--- config.mk ---
export PLATFORM = sky130hd
export DESIGN_NAME = rrd_cvt
export DESIGN_NICKNAME = d
export VERILOG_FILES = /design/src/rrd_pkg.sv /design/src/rrd_cvt.sv
export SDC_FILE = /design/constraint.sdc
export NUM_CORES = 1
export LEC_CHECK = 0
export ABC_AREA = 1
export CELL_PAD_IN_SITES_DETAIL_PLACEMENT = 1
export CELL_PAD_IN_SITES_GLOBAL_PLACEMENT = 2
export CORE_ASPECT_RATIO = 0.9
export CORE_MARGIN = 5
export CORE_UTILIZATION = 29
export DETAILED_ROUTE_END_ITERATION = 7
export DONT_BUFFER_PORTS = 1
export PLACE_DENSITY_LB_ADDON = 0.1
export SYNTH_ARGS = -nofsm -noshare
export SYNTH_HDL_FRONTEND = slang
export SYNTH_SLANG_ARGS = --single-unit
--- constraint.sdc ---
create_clock -name vclk -period 3.1
set_clock_uncertainty 0.2 [all_clocks]
set_input_delay 0.155 -clock vclk [all_inputs]
set_output_delay 0.155 -clock vclk [all_outputs]
set_load 0.01 [all_outputs]
--- src/rrd_pkg.sv ---
// Shared codes and types for the RGBE run-length scanline decoder.
// No dependencies; imported by the decoder top level, rrd_cvt and rrd_checker.
`default_nettype none
package rrd_pkg;

    typedef enum logic [1:0] {
        OP_DATA  = 2'd0,
        OP_PULL  = 2'd1,
        OP_START = 2'd2,
        OP_NONE  = 2'd3
    } op_t;

    typedef enum logic [1:0] {
        KIND_NONE    = 2'd0,
        KIND_PIXEL   = 2'd1,
        KIND_REFUSED = 2'd2,
        KIND_ERROR   = 2'd3
    } kind_t;

    typedef enum logic [1:0] {
        MODE_UNDET = 2'd0,
        MODE_RLE   = 2'd1,
        MODE_FLAT  = 2'd2,
        MODE_SPARE = 2'd3
    } mode_t;

    typedef enum logic [1:0] {
        PH_COUNT   = 2'd0,
        PH_RUN     = 2'd1,
        PH_LITERAL = 2'd2,
        PH_HELD    = 2'd3
    } phase_t;

    typedef enum logic [1:0] {
        CFG_LINE_WIDTH = 2'd0,
        CFG_LINE_COUNT = 2'd1,
        CFG_SPARE2     = 2'd2,
        CFG_SPARE3     = 2'd3
    } cfg_idx_t;

    localparam logic [1:0] PLANE_E = 2'd3;
    localparam int unsigned EXP_BIAS_SHIFT = 9;   // 136 bias less mantissa position
    localparam int unsigned SUBN_SHIFT     = 13;

endpackage
`default_nettype wire

--- src/rrd_cvt.sv ---
// Shared channel converter: mantissa byte and exponent byte to float32 bits.
// Uses rrd_pkg constants.
`default_nettype none
module rrd_cvt
    import rrd_pkg::*;
(
    input  wire logic [7:0]  mant,
    input  wire logic [7:0]  expo,
    output logic      [31:0] bits
);
    logic [2:0]  msb;
    logic [8:0]  sum;
    logic [30:0] norm;

    always_comb
    begin
        msb = 3'd0;
        for (int i = 0; i < 8; i++)
        begin
            if (mant[i])
            begin
                msb = 3'(i);
            end
        end
        sum  = 9'(msb) + 9'(expo);
        norm = 31'(mant) << (5'd23 - 5'(msb));
        if (mant == 8'd0)
        begin
            bits = 32'd0;
        end
        else if (sum >= 9'd10)
        begin
            bits = {1'b0, 8'(sum - 9'(EXP_BIAS_SHIFT)), norm[22:0]};
        end
        else
        begin
            // subnormal result
            bits = 32'(mant) << (5'(expo) + 5'(SUBN_SHIFT));
        end
    end
endmodule
`default_nettype wire

==> flow_summary.json <==
{
  "dieArea_um2": 7789,
  "global_route.overflow_total": 0,
  "cp_num_cells": 21,
  "ir_drop_mv": 0.05771,
  "route.met3.wl_um": 430,
  "min_period_over_period": 0.9495,
  "syn-cell-area_um2": 1775,
  "synth.area.top_cells": "sky130_fd_sc_hd__nand2_1 23%, sky130_fd_sc_hd__nand3_1 19%, sky130_fd_sc_hd__nor2_1 8.9%",
  "dpl_worst_slack_ns": 0.03281,
  "net_total_in_the_final_layout": 395,
  "route.final.wire_length_mm": 7.131,
  "antenna_found_initial": 0,
  "ctsHoldBuffers": 0,
  "post-dp-hpwl_mm": 6.096,
  "critical_path_top_delay_cell": "sky130_fd_sc_hd__fa_1",
  "status": "finished clean",
  "insertedDiodeCount": 0,
  "postSynthAreaPerCell_um2": 5.161,
  "maximum_net_fanout_on_the_critical_path": 6,
  "cpMostUsedCell": "sky130_fd_sc_hd__inv_2",
  "boundaryPins": 48,
  "clkbuf_count": 0,
  "setup_crit_end": "bits[7]",
  "residual_drc": 0,
  "min_path_type": "in -> out",
  "power_mw": 0.4651,
  "synthDistinctLibCells": 33,
  "synthesis.nets": 367,
  "fmax_mhz": 339.8,
  "global_router_s_overall_resource_usage": 0.1804,
  "n_sequential_cell": 0,
  "worst_setup_path_startpoint": "mant[1]",
  "via_count_of_the_routed_design": 2264,
  "max_slew.worst_pin.slew_ns": 0.6032,
  "slew_headroom": 0.5945,
  "port-buffer-count": 0,
  "synth.most_common_cell": "sky130_fd_sc_hd__nand2_1",
  "first_global_vias": 2276,
  "timing.critical_path.from_type": "input port",
  "final-setup-viol-count": 0,
  "uppermost_layer_routed": "met3",
  "timing.critical_path.to_type": "primary output",
  "critical_path_required_ns": 2.74,
  "grt_start_max_net_pins": 15,
  "detailedRoute.firstPassIterationCount": 4,
  "yosys-top-cells-count": "111 x sky130_fd_sc_hd__nand2_1, 67 x sky130_fd_sc_hd__nand3_1, 42 x sky130_fd_sc_hd__nor2_1",
  "final_hold_viol_count": 0,
  "count_of_mapped_cells_out_of_synthesis": 344,
  "worst_slack_ns": 0.1567,
  "final_antenna_net_count": 0,
  "synthesis.yosys.warnings": 0,
  "critical_path.max_stage_delay_ns": 0.56,
  "power.leakage_nw": 1.096,
  "wl_met1_mm": 3.531,
  "cp_data_arrival_time_ns": 2.59,
  "initial_utilization": 0.2936,
  "met2_length_mm": 3.169,
  "powerDensity_nw_per_um2": 213.1,
  "synth_sequential_area_ratio": 0,
  "path_delay_family": "simple AND/OR/NAND/NOR gates",
  "nFillCells": 863,
  "maxSlewViolCount": 0,
  "die_h_um": 84.23,
  "worst-path-buf-inv": 7,
  "placementRows": 27,
  "final.min_clock_period_ns": 2.943,
  "placeableCoreArea_um2": 6047,
  "final-seq-area_um2": 0,
  "drt-vias-per-instance": 5.122,
  "hold_path_depth": 2,
  "drt-wirelength-per-cell_um": 16.13,
  "synth_top_cell_area_share": 0.2347,
  "timing_worst_setup_path_type": "in -> out",
  "die_wd_um": 92.48,
  "drt_iter0_markers": 105,
  "critical_path.cell_chain": "inv_2 -> o21ai_2 -> nand2_1 -> nand2_2 -> nand2_2 -> inv_2 -> ha_4 -> inv_2 -> fa_1 -> inv_1 -> ha_2 -> inv_2 -> nand3_2 -> nand3_2 -> nand2_2 -> nor2_4 -> nand2_4 -> clkinv_8 -> nand3_4 -> clkbuf_16 -> nor2_4",
  "synth_area_leader_cell": "sky130_fd_sc_hd__nand2_1",
  "post_route_cells_drive_above_1_share": 0.2432,
  "area.growth.synth_to_final_pct": 22.90,
  "grt_first_pass_wirelength_mm": 11.71,
  "max_cap_violations": 0,
  "gp_routability_congestion": 0.8605
}
## stage by stage
step            TNS, ns  utilization  std cells  hold WS [ns]  area (um^2)
5_1_grt        -0.08484       0.3609        442        0.3297         2182
2_1_floorplan         0            -        344        0.2363         1775
3_5_place_dp          0       0.3327        434        0.3422         2012
3_3_place_gp          0       0.3327        434        0.3453         2012
6_report              0       0.3609        442        0.3085         2182
4_1_cts               0       0.3327        434        0.3442         2012
## placed cells by master (no fill, tap or decap), types with 2 or more instances in the layout
cell type                 netlist  routed
sky130_fd_sc_hd__nor2_1        42      35
sky130_fd_sc_hd__inv_1         36      32
sky130_fd_sc_hd__o22ai_1        2       2
sky130_fd_sc_hd__a21oi_2        1       3
sky130_fd_sc_hd__o21ai_1        1       2
sky130_fd_sc_hd__nor2_2         0       7
sky130_fd_sc_hd__inv_2          2       6
sky130_fd_sc_hd__nand2_2        5       8
sky130_fd_sc_hd__xor2_1         5       5
sky130_fd_sc_hd__or2_2          2       2
sky130_fd_sc_hd__ha_1           6       4
sky130_fd_sc_hd__nor3_1         3       3
sky130_fd_sc_hd__nand2_4        1       2
sky130_fd_sc_hd__nor2_4        12      12
sky130_fd_sc_hd__nand4_1        6       6
sky130_fd_sc_hd__o21ai_0       12      10
sky130_fd_sc_hd__nand2_1      111     107
sky130_fd_sc_hd__nand3_4        2       2
sky130_fd_sc_hd__nand3_1       67      65
sky130_fd_sc_hd__a21oi_1        6       4
sky130_fd_sc_hd__buf_4          2      32
sky130_fd_sc_hd__nand3_2        1       4
## per-layer routing
metal,vias to the layer above,track usage
met5,-,0
met4,0,0
met3,0,0.03136
met2,45,0.2938
met1,1050,0.2636
li1,1169,-
## how the worst min path moves through the flow
stage	startpoint	to	slack [ns]
2_1_floorplan	mant[0]	bits[16]	0.24
3_3_place_gp	mant[0]	bits[16]	0.35
3_5_place_dp	mant[0]	bits[16]	0.34
4_1_cts	mant[0]	bits[16]	0.34
5_1_grt	mant[1]	bits[26]	0.33
6_report	mant[1]	bits[26]	0.31
## report_power, final
group | leakage, nW | switching [mW] | internal [mW]
logic | 1.10 | 0.300 | 0.165
clock network | 0 | 0 | 0
registers | 0 | 0 | 0
total | 1.10 | 0.300 | 0.165
## logic make-up (layout without fill, tap and decap cells)
kind of cell	count (synthesis)	count (layout)	synth area share
AO/OA/AOI/OAI	25	25	0.07752
XOR/XNOR	8	8	0.05427
adder cells (fa/ha/maj)	7	7	0.05356
buffers and inverters	50	75	0.1297
AND/OR/NAND/NOR	254	255	0.6850
## final cells by class
cell class | count | area [um^2] | share of cell area
multi-input combinational | 295 | 1628 | 0.7460
inverter | 39 | 158.9 | 0.07282
timing repair inverter | 1 | 8.758 | 0.004014
tap | 72 | 90.09 | 0.04128
timing repair buffer | 35 | 296.5 | 0.1359
## what timing repair did
item                                    4_1_cts  5_1_grt
endpoints found under the setup margin        0       30
setup buffers                                 0        5
gates resized for setup                       0       33
Note: power is estimated with default switching activity, not from simulation.
